**config.mk**
```make
export PLATFORM = sky130hd
export DESIGN_NAME = statement_language_lexer
export DESIGN_NICKNAME = d
export VERILOG_FILES = /design/src/rtl/core/sll_pkg.sv /design/src/rtl/core/sll_fifo.sv /design/src/rtl/core/sll_front.sv /design/src/rtl/core/sll_back.sv /design/src/rtl/core/statement_language_lexer.sv
export SDC_FILE = /design/constraint.sdc
export NUM_CORES = 1
export LEC_CHECK = 0
export ABC_AREA = 1
export BUFFER_PORTS_ARGS = -buffer_cell sky130_fd_sc_hd__buf_2
export CORE_MARGIN = 2
export CORE_UTILIZATION = 61
export CTS_BUF_LIST = sky130_fd_sc_hd__clkbuf_16
export DETAILED_ROUTE_END_ITERATION = 10
export PLACE_DENSITY_LB_ADDON = 0.1
export SYNTH_ARGS = -nofsm -noshare
export SYNTH_HDL_FRONTEND = slang
export SYNTH_SLANG_ARGS = --single-unit
```
**constraint.sdc**
```tcl
create_clock -name clk -period 4.6 [get_ports clk]
set_input_delay 0.23 -clock clk [delete_from_list [all_inputs] [get_ports clk]]
set_output_delay 0.23 -clock clk [all_outputs]
set_load 0.005 [all_outputs]
```
**src/rtl/core/sll_pkg.sv**
```systemverilog
// ----------------------------------------------------------------------------
// sll_pkg - shared types and codes of the statement language lexer
// Character classes, queue item and result layouts, token/operator/error codes.
// ----------------------------------------------------------------------------
package sll_pkg;

  // Character classes produced by the front end
  typedef enum logic [4:0] {
    CC_SPACE  = 5'd0,
    CC_DIGIT  = 5'd1,
    CC_ALPHA  = 5'd2,
    CC_BANG   = 5'd3,
    CC_EQ     = 5'd4,
    CC_LT     = 5'd5,
    CC_GT     = 5'd6,
    CC_AMP    = 5'd7,
    CC_PIPE   = 5'd8,
    CC_PLUS   = 5'd9,
    CC_MINUS  = 5'd10,
    CC_STAR   = 5'd11,
    CC_SLASH  = 5'd12,
    CC_PCT    = 5'd13,
    CC_LBRACE = 5'd14,
    CC_RBRACE = 5'd15,
    CC_LPAREN = 5'd16,
    CC_RPAREN = 5'd17,
    CC_SEMI   = 5'd18,
    CC_BAD    = 5'd19
  } char_class_t;

  // Classified byte handed from front to back
  typedef struct packed {
    logic        end_mark;
    logic        is_zero;
    char_class_t cls;
  } lex_item_t;

  // One token result
  typedef struct packed {
    logic [3:0]  kind;
    logic [3:0]  op;
    logic        lor;
    logic [15:0] start;
    logic [15:0] len;
    logic [1:0]  err;
    logic        last;
  } result_t;

  // Token kinds
  localparam logic [3:0] KIND_INT    = 4'd0;
  localparam logic [3:0] KIND_NAME   = 4'd1;
  localparam logic [3:0] KIND_NOT    = 4'd2;
  localparam logic [3:0] KIND_ASSIGN = 4'd3;
  localparam logic [3:0] KIND_REL    = 4'd4;
  localparam logic [3:0] KIND_ADD    = 4'd5;
  localparam logic [3:0] KIND_MUL    = 4'd6;
  localparam logic [3:0] KIND_LOGIC  = 4'd7;
  localparam logic [3:0] KIND_LBRACE = 4'd8;
  localparam logic [3:0] KIND_RBRACE = 4'd9;
  localparam logic [3:0] KIND_LPAREN = 4'd10;
  localparam logic [3:0] KIND_RPAREN = 4'd11;
  localparam logic [3:0] KIND_SEMI   = 4'd12;
  localparam logic [3:0] KIND_EOF    = 4'd13;
  localparam logic [3:0] KIND_ERROR  = 4'd14;

  // Operator codes
  localparam logic [3:0] OP_NONE  = 4'd0;
  localparam logic [3:0] OP_NE    = 4'd1;
  localparam logic [3:0] OP_EQEQ  = 4'd2;
  localparam logic [3:0] OP_LT    = 4'd3;
  localparam logic [3:0] OP_GT    = 4'd4;
  localparam logic [3:0] OP_LE    = 4'd5;
  localparam logic [3:0] OP_GE    = 4'd6;
  localparam logic [3:0] OP_PLUS  = 4'd7;
  localparam logic [3:0] OP_MINUS = 4'd8;
  localparam logic [3:0] OP_STAR  = 4'd9;
  localparam logic [3:0] OP_SLASH = 4'd10;
  localparam logic [3:0] OP_PCT   = 4'd11;
  localparam logic [3:0] OP_LOGIC = 4'd12;

  // Error codes
  localparam logic [1:0] ERR_NONE  = 2'd0;
  localparam logic [1:0] ERR_INT   = 2'd1;
  localparam logic [1:0] ERR_LOGIC = 2'd2;
  localparam logic [1:0] ERR_CHAR  = 2'd3;

endpackage

```
**src/rtl/core/sll_fifo.sv**
```systemverilog
// ----------------------------------------------------------------------------
// sll_fifo - small synchronous queue
// Register-based FIFO, one push and one pop per cycle, power-of-two depth.
// ----------------------------------------------------------------------------
module sll_fifo #(
  parameter int WIDTH = 8,
  parameter int DEPTH = 2
) (
  input  logic             clk,
  input  logic             rst,
  input  logic             push,
  input  logic [WIDTH-1:0] push_data,
  output logic             full,
  input  logic             pop,
  output logic [WIDTH-1:0] pop_data,
  output logic             empty
);

  localparam int AW = (DEPTH > 1) ? $clog2(DEPTH) : 1;
  localparam int CW = $clog2(DEPTH + 1);

  logic [WIDTH-1:0] mem [DEPTH];
  logic [AW-1:0]    wr_ptr;
  logic [AW-1:0]    rd_ptr;
  logic [CW-1:0]    count;
  logic             do_push;
  logic             do_pop;

  assign full     = (count == CW'(DEPTH));
  assign empty    = (count == '0);
  assign do_push  = push && !full;
  assign do_pop   = pop && !empty;
  assign pop_data = mem[rd_ptr];

  // storage
  always_ff @(posedge clk) begin
    if (do_push) begin
      mem[wr_ptr] <= push_data;
    end
  end

  // pointers and fill level
  always_ff @(posedge clk) begin
    if (rst) begin
      wr_ptr <= '0;
      rd_ptr <= '0;
      count  <= '0;
    end else begin
      if (do_push) begin
        wr_ptr <= wr_ptr + AW'(1);
      end
      if (do_pop) begin
        rd_ptr <= rd_ptr + AW'(1);
      end
      if (do_push && !do_pop) begin
        count <= count + CW'(1);
      end else if (do_pop && !do_push) begin
        count <= count - CW'(1);
      end
    end
  end

endmodule

```
**src/rtl/core/sll_front.sv**
```systemverilog
// ----------------------------------------------------------------------------
// sll_front - byte intake and character classification
// Classifies each accepted byte and queues it for the lexing engine.
// ----------------------------------------------------------------------------
module sll_front
  import sll_pkg::*;
#(
  parameter int DEPTH = 2
) (
  input  logic      clk,
  input  logic      rst,
  input  logic      in_valid,
  output logic      in_ready,
  input  logic [7:0] in_char,
  input  logic      in_end,
  output logic      item_valid,
  input  logic      item_pop,
  output lex_item_t item
);

  char_class_t cls;
  lex_item_t   item_in;
  logic        q_full;
  logic        q_empty;
  logic [$bits(lex_item_t)-1:0] q_out;

  // byte to class
  always_comb begin
    case (in_char) inside
      8'h20, [8'h09:8'h0D]: cls = CC_SPACE;
      [8'h30:8'h39]:        cls = CC_DIGIT;
      [8'h41:8'h5A],
      [8'h61:8'h7A]:        cls = CC_ALPHA;
      8'h21:                cls = CC_BANG;    // !
      8'h3D:                cls = CC_EQ;      // =
      8'h3C:                cls = CC_LT;      // <
      8'h3E:                cls = CC_GT;      // >
      8'h26:                cls = CC_AMP;     // &
      8'h7C:                cls = CC_PIPE;    // |
      8'h2B:                cls = CC_PLUS;
      8'h2D:                cls = CC_MINUS;
      8'h2A:                cls = CC_STAR;
      8'h2F:                cls = CC_SLASH;
      8'h25:                cls = CC_PCT;
      8'h7B:                cls = CC_LBRACE;
      8'h7D:                cls = CC_RBRACE;
      8'h28:                cls = CC_LPAREN;
      8'h29:                cls = CC_RPAREN;
      8'h3B:                cls = CC_SEMI;
      default:              cls = CC_BAD;
    endcase
  end

  always_comb begin
    item_in.end_mark = in_end;
    item_in.is_zero  = (in_char == 8'h30);
    item_in.cls      = cls;
  end

  assign in_ready   = !q_full;
  assign item_valid = !q_empty;
  assign item       = lex_item_t'(q_out);

  // queue towards the engine
  sll_fifo #(
    .WIDTH ($bits(lex_item_t)),
    .DEPTH (DEPTH)
  ) u_queue (
    .clk       (clk),
    .rst       (rst),
    .push      (in_valid),
    .push_data (item_in),
    .full      (q_full),
    .pop       (item_pop),
    .pop_data  (q_out),
    .empty     (q_empty)
  );

endmodule

```
**src/rtl/core/sll_back.sv**
```systemverilog
// ----------------------------------------------------------------------------
// sll_back - lexing engine and result queue
// Tracks the pending token, forms up to two results per item, queues them.
// ----------------------------------------------------------------------------
module sll_back
  import sll_pkg::*;
#(
  parameter int POSITION_BITS = 16
) (
  input  logic      clk,
  input  logic      rst,
  input  logic      item_valid,
  input  lex_item_t item,
  output logic      item_pop,
  output logic      res_valid,
  input  logic      res_ready,
  output result_t   res
);

  localparam int WIDE  = (POSITION_BITS > 16) ? POSITION_BITS : 16;
  localparam int CAP16 = 65535;

  typedef enum logic [7:0] {
    M_IDLE  = 8'b0000_0001,
    M_INT   = 8'b0000_0010,
    M_NAME  = 8'b0000_0100,
    M_BANG  = 8'b0000_1000,
    M_EQ    = 8'b0001_0000,
    M_REL   = 8'b0010_0000,
    M_LOGIC = 8'b0100_0000,
    M_ERR   = 8'b1000_0000
  } mode_t;

  // state
  mode_t                    mode, mode_next;
  logic [POSITION_BITS-1:0] pos, pos_next;
  logic [POSITION_BITS-1:0] tstart, tstart_next;
  char_class_t              pclass, pclass_next;
  logic                     pzero, pzero_next;
  logic                     lzero, lzero_next;
  logic                     has_letter, has_letter_next;
  logic                     phase;

  // result forming
  result_t     res_a, res_b, r0, r1, push_res;
  logic        have_a, have_b, two, any, taken, alnum;
  logic [15:0] start_cap, len_cap, pos_cap;
  logic        push, rq_full, rq_empty;
  logic [$bits(result_t)-1:0] rq_out;

  function automatic logic [15:0] cap16(input logic [POSITION_BITS-1:0] v);
    logic [WIDE-1:0] ext;
    ext   = WIDE'(v);
    cap16 = (ext > WIDE'(CAP16)) ? 16'hFFFF : ext[15:0];
  endfunction

  function automatic result_t mk(input logic [3:0] kind, input logic [3:0] op,
                                 input logic lor, input logic [15:0] start,
                                 input logic [15:0] len, input logic [1:0] err);
    result_t r;
    r.kind  = kind;
    r.op    = op;
    r.lor   = lor;
    r.start = start;
    r.len   = len;
    r.err   = err;
    r.last  = 1'b0;
    mk      = r;
  endfunction

  assign start_cap = cap16(tstart);
  assign len_cap   = cap16(pos - tstart);
  assign pos_cap   = cap16(pos);
  assign alnum     = (item.cls == CC_DIGIT) || (item.cls == CC_ALPHA);

  // next state and results for the item at the queue head
  always_comb begin
    mode_next       = mode;
    pos_next        = pos;
    tstart_next     = tstart;
    pclass_next     = pclass;
    pzero_next      = pzero;
    lzero_next      = lzero;
    has_letter_next = has_letter;
    res_a           = '0;
    res_b           = '0;
    have_a          = 1'b0;
    have_b          = 1'b0;
    taken           = 1'b0;

    if (item.end_mark) begin
      // flush the pending token, then end-of-file; back to reset values
      have_a = 1'b1;
      case (mode)
        M_INT: begin
          if (has_letter || lzero) begin
            res_a = mk(KIND_ERROR, OP_NONE, 1'b0, start_cap, len_cap, ERR_INT);
          end else begin
            res_a = mk(KIND_INT, OP_NONE, 1'b0, start_cap, len_cap, ERR_NONE);
          end
        end
        M_NAME:  res_a = mk(KIND_NAME, OP_NONE, 1'b0, start_cap, len_cap, ERR_NONE);
        M_BANG:  res_a = mk(KIND_NOT, OP_NONE, 1'b0, start_cap, 16'd1, ERR_NONE);
        M_EQ:    res_a = mk(KIND_ASSIGN, OP_NONE, 1'b0, start_cap, 16'd1, ERR_NONE);
        M_REL: begin
          res_a = mk(KIND_REL, (pclass == CC_LT) ? OP_LT : OP_GT, 1'b0,
                     start_cap, 16'd1, ERR_NONE);
        end
        M_LOGIC: res_a = mk(KIND_ERROR, OP_NONE, 1'b0, start_cap, 16'd1, ERR_LOGIC);
        default: have_a = 1'b0;
      endcase
      have_b          = 1'b1;
      res_b           = mk(KIND_EOF, OP_NONE, 1'b0, pos_cap, 16'd0, ERR_NONE);
      mode_next       = M_IDLE;
      pos_next        = '0;
      tstart_next     = '0;
      lzero_next      = 1'b0;
      has_letter_next = 1'b0;
    end else begin
      // close or extend the pending token
      case (mode)
        M_INT: begin
          if (alnum) begin
            taken = 1'b1;
            if (item.cls == CC_ALPHA) has_letter_next = 1'b1;
            if (pzero) lzero_next = 1'b1;
          end else if (has_letter || lzero) begin
            have_a    = 1'b1;
            res_a     = mk(KIND_ERROR, OP_NONE, 1'b0, start_cap, len_cap, ERR_INT);
            mode_next = M_ERR;
            taken     = 1'b1;
          end else begin
            have_a    = 1'b1;
            res_a     = mk(KIND_INT, OP_NONE, 1'b0, start_cap, len_cap, ERR_NONE);
            mode_next = M_IDLE;
          end
        end
        M_NAME: begin
          if (alnum) begin
            taken = 1'b1;
          end else begin
            have_a    = 1'b1;
            res_a     = mk(KIND_NAME, OP_NONE, 1'b0, start_cap, len_cap, ERR_NONE);
            mode_next = M_IDLE;
          end
        end
        M_BANG, M_EQ: begin
          have_a = 1'b1;
          if (item.cls == CC_EQ) begin
            res_a = mk(KIND_REL, (mode == M_BANG) ? OP_NE : OP_EQEQ, 1'b0,
                       start_cap, 16'd2, ERR_NONE);
            taken = 1'b1;
          end else begin
            res_a = mk((mode == M_BANG) ? KIND_NOT : KIND_ASSIGN, OP_NONE, 1'b0,
                       start_cap, 16'd1, ERR_NONE);
          end
          mode_next = M_IDLE;
        end
        M_REL: begin
          have_a = 1'b1;
          if (item.cls == CC_EQ) begin
            res_a = mk(KIND_REL, (pclass == CC_LT) ? OP_LE : OP_GE, 1'b0,
                       start_cap, 16'd2, ERR_NONE);
            taken = 1'b1;
          end else begin
            res_a = mk(KIND_REL, (pclass == CC_LT) ? OP_LT : OP_GT, 1'b0,
                       start_cap, 16'd1, ERR_NONE);
          end
          mode_next = M_IDLE;
        end
        M_LOGIC: begin
          taken  = 1'b1;
          have_a = 1'b1;
          if (item.cls == pclass) begin
            res_a = mk(KIND_LOGIC, OP_LOGIC, (pclass == CC_PIPE), start_cap, 16'd2,
                       ERR_NONE);
            mode_next = M_IDLE;
          end else begin
            res_a     = mk(KIND_ERROR, OP_NONE, 1'b0, start_cap, 16'd2, ERR_LOGIC);
            mode_next = M_ERR;
          end
        end
        M_ERR:   taken = 1'b1;
        default: mode_next = M_IDLE;
      endcase

      // start a new token from idle
      if (!taken) begin
        mode_next = M_IDLE;
        if (item.cls != CC_SPACE) begin
          tstart_next     = pos;
          pclass_next     = item.cls;
          pzero_next      = item.is_zero;
          lzero_next      = 1'b0;
          has_letter_next = 1'b0;
          have_b          = 1'b1;
          case (item.cls)
            CC_DIGIT: begin
              have_b    = 1'b0;
              mode_next = M_INT;
            end
            CC_ALPHA: begin
              have_b    = 1'b0;
              mode_next = M_NAME;
            end
            CC_BANG: begin
              have_b    = 1'b0;
              mode_next = M_BANG;
            end
            CC_EQ: begin
              have_b    = 1'b0;
              mode_next = M_EQ;
            end
            CC_LT, CC_GT: begin
              have_b    = 1'b0;
              mode_next = M_REL;
            end
            CC_AMP, CC_PIPE: begin
              have_b    = 1'b0;
              mode_next = M_LOGIC;
            end
            CC_PLUS:   res_b = mk(KIND_ADD, OP_PLUS, 1'b0, pos_cap, 16'd1, ERR_NONE);
            CC_MINUS:  res_b = mk(KIND_ADD, OP_MINUS, 1'b0, pos_cap, 16'd1, ERR_NONE);
            CC_STAR:   res_b = mk(KIND_MUL, OP_STAR, 1'b0, pos_cap, 16'd1, ERR_NONE);
            CC_SLASH:  res_b = mk(KIND_MUL, OP_SLASH, 1'b0, pos_cap, 16'd1, ERR_NONE);
            CC_PCT:    res_b = mk(KIND_MUL, OP_PCT, 1'b0, pos_cap, 16'd1, ERR_NONE);
            CC_LBRACE: res_b = mk(KIND_LBRACE, OP_NONE, 1'b0, pos_cap, 16'd1, ERR_NONE);
            CC_RBRACE: res_b = mk(KIND_RBRACE, OP_NONE, 1'b0, pos_cap, 16'd1, ERR_NONE);
            CC_LPAREN: res_b = mk(KIND_LPAREN, OP_NONE, 1'b0, pos_cap, 16'd1, ERR_NONE);
            CC_RPAREN: res_b = mk(KIND_RPAREN, OP_NONE, 1'b0, pos_cap, 16'd1, ERR_NONE);
            CC_SEMI:   res_b = mk(KIND_SEMI, OP_NONE, 1'b0, pos_cap, 16'd1, ERR_NONE);
            default: begin
              res_b     = mk(KIND_ERROR, OP_NONE, 1'b0, pos_cap, 16'd1, ERR_CHAR);
              mode_next = M_ERR;
            end
          endcase
        end
      end

      // saturating byte position
      if (pos != '1) begin
        pos_next = pos + POSITION_BITS'(1);
      end
    end
  end

  // result ordering; a second result is written in the second-result phase
  always_comb begin
    r0       = have_a ? res_a : res_b;
    r1       = res_b;
    two      = have_a && have_b;
    any      = have_a || have_b;
    push_res = phase ? r1 : r0;
    push_res.last = !two || phase;
  end

  assign push     = item_valid && any && !rq_full;
  assign item_pop = item_valid && (!any || (!rq_full && (!two || phase)));

  // engine state, updated once the item is fully handled
  always_ff @(posedge clk) begin
    if (rst) begin
      mode       <= M_IDLE;
      pos        <= '0;
      tstart     <= '0;
      lzero      <= 1'b0;
      has_letter <= 1'b0;
      phase      <= 1'b0;
    end else begin
      if (item_pop) begin
        mode       <= mode_next;
        pos        <= pos_next;
        tstart     <= tstart_next;
        lzero      <= lzero_next;
        has_letter <= has_letter_next;
        phase      <= 1'b0;
      end else if (push && two) begin
        phase <= 1'b1;
      end
    end
  end

  // pending byte's class, payload only
  always_ff @(posedge clk) begin
    if (item_pop) begin
      pclass <= pclass_next;
      pzero  <= pzero_next;
    end
  end

  sll_fifo #(
    .WIDTH ($bits(result_t)),
    .DEPTH (2)
  ) u_results (
    .clk       (clk),
    .rst       (rst),
    .push      (push),
    .push_data (push_res),
    .full      (rq_full),
    .pop       (res_ready),
    .pop_data  (rq_out),
    .empty     (rq_empty)
  );

  assign res_valid = !rq_empty;
  assign res       = result_t'(rq_out);

  // second-result phase only while a two-result item waits at the head
  a_phase_two: assert property (@(posedge clk) disable iff (rst)
    phase |-> (item_valid && two))
    else $error("second-result phase without a two-result item");

  // end of input returns the position to zero
  a_end_clears: assert property (@(posedge clk) disable iff (rst)
    (item_pop && item.end_mark) |=> (pos == '0 && mode == M_IDLE))
    else $error("end marker did not reset the engine");

  // error mode holds until the end marker
  a_err_sticky: assert property (@(posedge clk) disable iff (rst)
    (mode == M_ERR && item_pop && !item.end_mark) |=> (mode == M_ERR))
    else $error("left error mode before end of input");

  // the final result of an item is written in the cycle the item retires
  a_last_pops: assert property (@(posedge clk) disable iff (rst)
    (push && push_res.last) |-> item_pop)
    else $error("final result queued without retiring its item");

endmodule

```
**src/rtl/core/statement_language_lexer.sv**
```systemverilog
// ----------------------------------------------------------------------------
// statement_language_lexer - streaming lexer for a small statement language
// Source bytes in, tokens (kind, operator, start, length, error) out.
//
//  channel  dir  tdata                                  tuser        tlast
//  s_axis   in   [7:0] character                        -            end marker
//  m_axis   out  [3:0] op, [4] or, [20:5] start,        [3:0] kind   last result
//                [36:21] length, [38:37] error                       of its byte
//
// One byte per cycle is accepted while the input queue has room; a byte that yields
// two results holds the engine until both are written, as the result queue takes one
// write a cycle. Bytes are registered in the input queue, results in the result queue.
// Reset is synchronous; it clears queues and returns the lexer to idle.
// Either side may stall; the two queues let intake and output wait apart.
// ----------------------------------------------------------------------------
module statement_language_lexer
  import sll_pkg::*;
#(
  parameter int POSITION_BITS = 16
) (
  input  logic        clk,
  input  logic        rst,
  input  logic        s_axis_tvalid,
  output logic        s_axis_tready,
  input  logic [7:0]  s_axis_tdata,   // [7:0] character
  input  logic        s_axis_tlast,
  output logic        m_axis_tvalid,
  input  logic        m_axis_tready,
  output logic [39:0] m_axis_tdata,   // operator_code, logical_is_or, start_position,
                                      // token_length, error_code, zero pad
  output logic [3:0]  m_axis_tuser,   // token_kind
  output logic        m_axis_tlast
);

  logic      item_valid;
  logic      item_pop;
  lex_item_t item;
  result_t   res;

  // classification and intake queue
  sll_front #(
    .DEPTH (2)
  ) u_front (
    .clk        (clk),
    .rst        (rst),
    .in_valid   (s_axis_tvalid),
    .in_ready   (s_axis_tready),
    .in_char    (s_axis_tdata),
    .in_end     (s_axis_tlast),
    .item_valid (item_valid),
    .item_pop   (item_pop),
    .item       (item)
  );

  // lexing engine and result queue
  sll_back #(
    .POSITION_BITS (POSITION_BITS)
  ) u_back (
    .clk        (clk),
    .rst        (rst),
    .item_valid (item_valid),
    .item       (item),
    .item_pop   (item_pop),
    .res_valid  (m_axis_tvalid),
    .res_ready  (m_axis_tready),
    .res        (res)
  );

  // output packing
  assign m_axis_tdata = {1'b0, res.err, res.len, res.start, res.lor, res.op};
  assign m_axis_tuser = res.kind;
  assign m_axis_tlast = res.last;

endmodule
```
==> flow_metrics.py <==
metrics = {
    "global_route": {
        "grt-ovfl-total": 0,
        "antenna_found_initial": 0,
        "grt_pass1_vias": 6369,
        "grt_pass1_wl_mm": 31.26,
        "grt_usage_pct": 24.66,
        "grt_max_degree": 45,
    },
    "pwr": {
        "seq_power_share_pct": 39.5,
        "p_int_w": 0.003505,
        "peakVddDrop_mv": 0.5141,
        "p_clk_share_pct": 23.4,
        "p_sw_w": 0.002114,
        "power_density_nw_per_um2": 575.7,
        "pwr-share-comb_pct": 37.1,
        "leakagePower_nw": 3.930,
        "switching_share_pct": 37.62,
    },
    "critical_path": {
        "cp-start-kind": "flop",
        "cp_num_buf_inv": 2,
        "worst-endpoint-arrival_ns": 3.61,
        "worstSetupPathType": "flop to flop",
        "cp_common_cell": "nand2_2",
        "path_cells": "inv_2 > nand2_1 > nand2_2 > nand2_2 > nand2_2 > nor2_4 > nand2_1 > a21oi_2 > nand3_2 > nand2_2 > inv_2 > nor2_2 > nand2_2 > nand3_1 > nand2_1",
        "crit_path_max_incr_delay_ns": 0.57,
        "critPathTopFamily": "simple AND/OR/NAND/NOR gates",
        "crit_fanout": 23,
        "required_ns": 4.92,
        "cpMaxStageDelayCell": "dfxtp_1",
        "endpoint_kind": "flop",
    },
    "final_layout": {
        "instances_no_fill": 1242,
        "diodes": 0,
        "mostFrequentLayoutCells": "nand2_1 (191), nor2_1 (110), edfxtp_1 (108)",
        "drive_gt1_share_pct": 16.67,
        "regArea_um2": 4305,
        "fin_nets": 1082,
        "final_common_cell": "nand2_1",
        "multiInputGateArea_um2": 3945,
        "fillCellCount": 1125,
        "syn2layout_area_growth_pct": 10.46,
    },
    "timing": {
        "max_freq_mhz": 303.1,
        "final.min_clock_period_ns": 3.299,
        "finalHoldViolCount": 0,
        "finalCritPeriodShare_pct": 71.72,
        "worstMarginPinSlew_ns": 1.203,
        "finClkSkew_ns": 0.008325,
        "tns_ns": 0,
        "maxSlewHeadroom_pct": 19.73,
        "slew_violations": 0,
        "rsz0062_at_grt": "false",
        "hold_ws_ns": 0.1124,
        "setup_violations": 0,
    },
    "routing": {
        "dr.pass1.iters": 6,
        "routed_wl_mm": 18.76,
        "post-route-drc-count": 0,
        "num_vias": 7047,
        "drt-initial-drc-count": 767,
        "wl_per_cell_um": 15.11,
        "viasPerCell": 5.674,
        "final_antenna_net_count": 0,
    },
    "floorplanning": {
        "initial_utilization_pct": 63.17,
        "die-area_um2": 15460,
        "rows": 43,
        "core_area_um2": 13990,
        "die_w_um": 124.4,
        "die_h_um": 124.4,
        "num_io_pins": 60,
    },
    "synth": {
        "synthesis.area_um2": 8836,
        "ys_ff_latch": 161,
        "synth_edf_count": 108,
        "synth.distinct_cells": 53,
        "synth_top_flop_cell": "edfxtp_1",
        "async_reset_ff_share_pct": 0,
        "synth_top_area_share_pct": 36.70,
        "yosys_warnings": 0,
        "synth_cells": 1005,
        "synth_area_per_cell_um2": 8.792,
        "synth_fp_nets": 1038,
        "synth_top_area_cell": "edfxtp_1",
        "synthTopCellsByArea": "edfxtp_1 (37%), dfxtp_1 (12%), nand2_1 (8.1%), mux2_2 (5.6%), nand3_1 (4.8%)",
        "ys_seq_area_share_pct": 48.71,
    },
    "clocking": {
        "clk_latency_ns": 0.43,
        "cts_resized": 0,
        "clockBufferDepth": 2,
        "cts.clk_slew.worst_paths_ns": 0.07,
        "cts_buffers": 17,
        "cts.sinks": 161,
        "htreeDepth": 4,
        "cts_tree": "yes",
        "cts_root_buf": "clkbuf_16",
    },
    "placement": {
        "place_inst": 1209,
        "globalplace.congestion": 0.9527,
        "hpwl_mm": 13.41,
        "port_buffers": 58,
    },
    "job": {
        "drv_cap": 0,
    },
    "outcome": {
        "outcome": "complete, no violations",
    },
    "min_path": {
        "hold_class": "primary input to flop",
    },
}
-- power groups by stage --
| stage | Clock (W) | Combinational, W | Sequential, W |
|---|---|---|---|
| after floorplan | 0 | 0.00157 | 0.00217 |
| after global placement | 0 | 0.00204 | 0.00223 |
| final | 0.00131 | 0.00209 | 0.00222 |
| after CTS | 0.00134 | 0.00208 | 0.00222 |
| after global routing | 0.00139 | 0.00234 | 0.00226 |
| after detailed placement | 0 | 0.00206 | 0.00225 |
-- flip-flops by register name, indices dropped and copies added (netlist names), 2 cells and up, named ones only --
name / count
u_back.mode: 8
u_back.u_results.mem: 88
u_front.u_queue.mem: 14
u_back.tstart: 16
u_front.u_queue.count: 2
u_back.u_results.count: 2
u_back.pclass: 5
u_back.pos: 16
-- per-layer routing --
metal | vias to the layer above | track usage [%] | part of all wire, %
met5 | - | 0 | 0
met4 | 0 | 7.270 | 1.5
met3 | 32 | 4.424 | 6.5
met2 | 265 | 36.48 | 43
met1 | 3229 | 37.21 | 49
li1 | 3521 | - | -
-- repair_timing --
action,CTS,global route
setup buffers,0,0
hold buffers,1,0
endpoints found under the hold margin,2,0
-- logic make-up (layout without fill, tap and decap cells) --
group           count (synthesis)  in the layout  share of synthesized area (%)
mux                            44             44                          5.608
fa+ha+maj                      20             20                          2.917
xor+xnor                       26             26                          2.577
simple gates                  467            467                          24.19
other cells                     1              1                        0.04244
buf+inv                       144            201                          6.811
flops                         161            161                          48.71
compound gates                142            142                          9.148
-- stage by stage --
stage / cell area (um2) / total power (W) / utilization (%) / worst slack [ns]
CTS: 9761 / 0.005634 / 69.78 / 1.352
global placement: 9198 / 0.004270 / 65.75 / 1.514
global route: 9761 / 0.005988 / 69.78 / 0.8436
floorplan: 8836 / 0.003744 / - / 0.8214
finish: 9761 / 0.005619 / 69.78 / 1.301
detailed placement: 9198 / 0.004312 / 65.75 / 1.384
-- worst min-delay path: stages --
cell and delay (ns):
buf_2 0.09, nand2_1 0.10, a21oi_1 0.07
-- Yosys cell counts, types with 5 or more instances --
cell and count:
inv_1 99, xnor2_1 9, buf_4 5, nand4_1 24
o21ai_0 49, inv_2 5, nand2_1 191, nand2_4 7
nand3_1 85, xor2_1 17, nor2_1 112, clkbuf_1 19
nand2_2 10, dfxtp_1 53, a21oi_1 60, edfxtp_1 108
ha_1 19, nor3_1 12, mux2_2 44, buf_2 10
nor4_1 5
-- path summary, 6_finish.rpt --
check / cells after the start / to / from / slack [ns]
worst max register to register: 15 / u_back.tstart[13] / flop / 1.30
worst min-delay path: 3 / flop / m_axis_tready / 0.11
worst min register to register: 2 / u_back.tstart[7] / u_back.tstart[7] / 0.47
worst max-delay path: 15 / u_back.tstart[13] / flop / 1.30
-- area by class of cell --
cell class              count  area share (%)
flip-flops and latches    161           44.11
clock buffers              18           4.615
repair buffers             64           3.461
well taps                 180           2.307
multi-input cells         700           40.42
inverters                 105           4.038
clock inverters            14           1.051
Power figures use the tool's default switching activity.
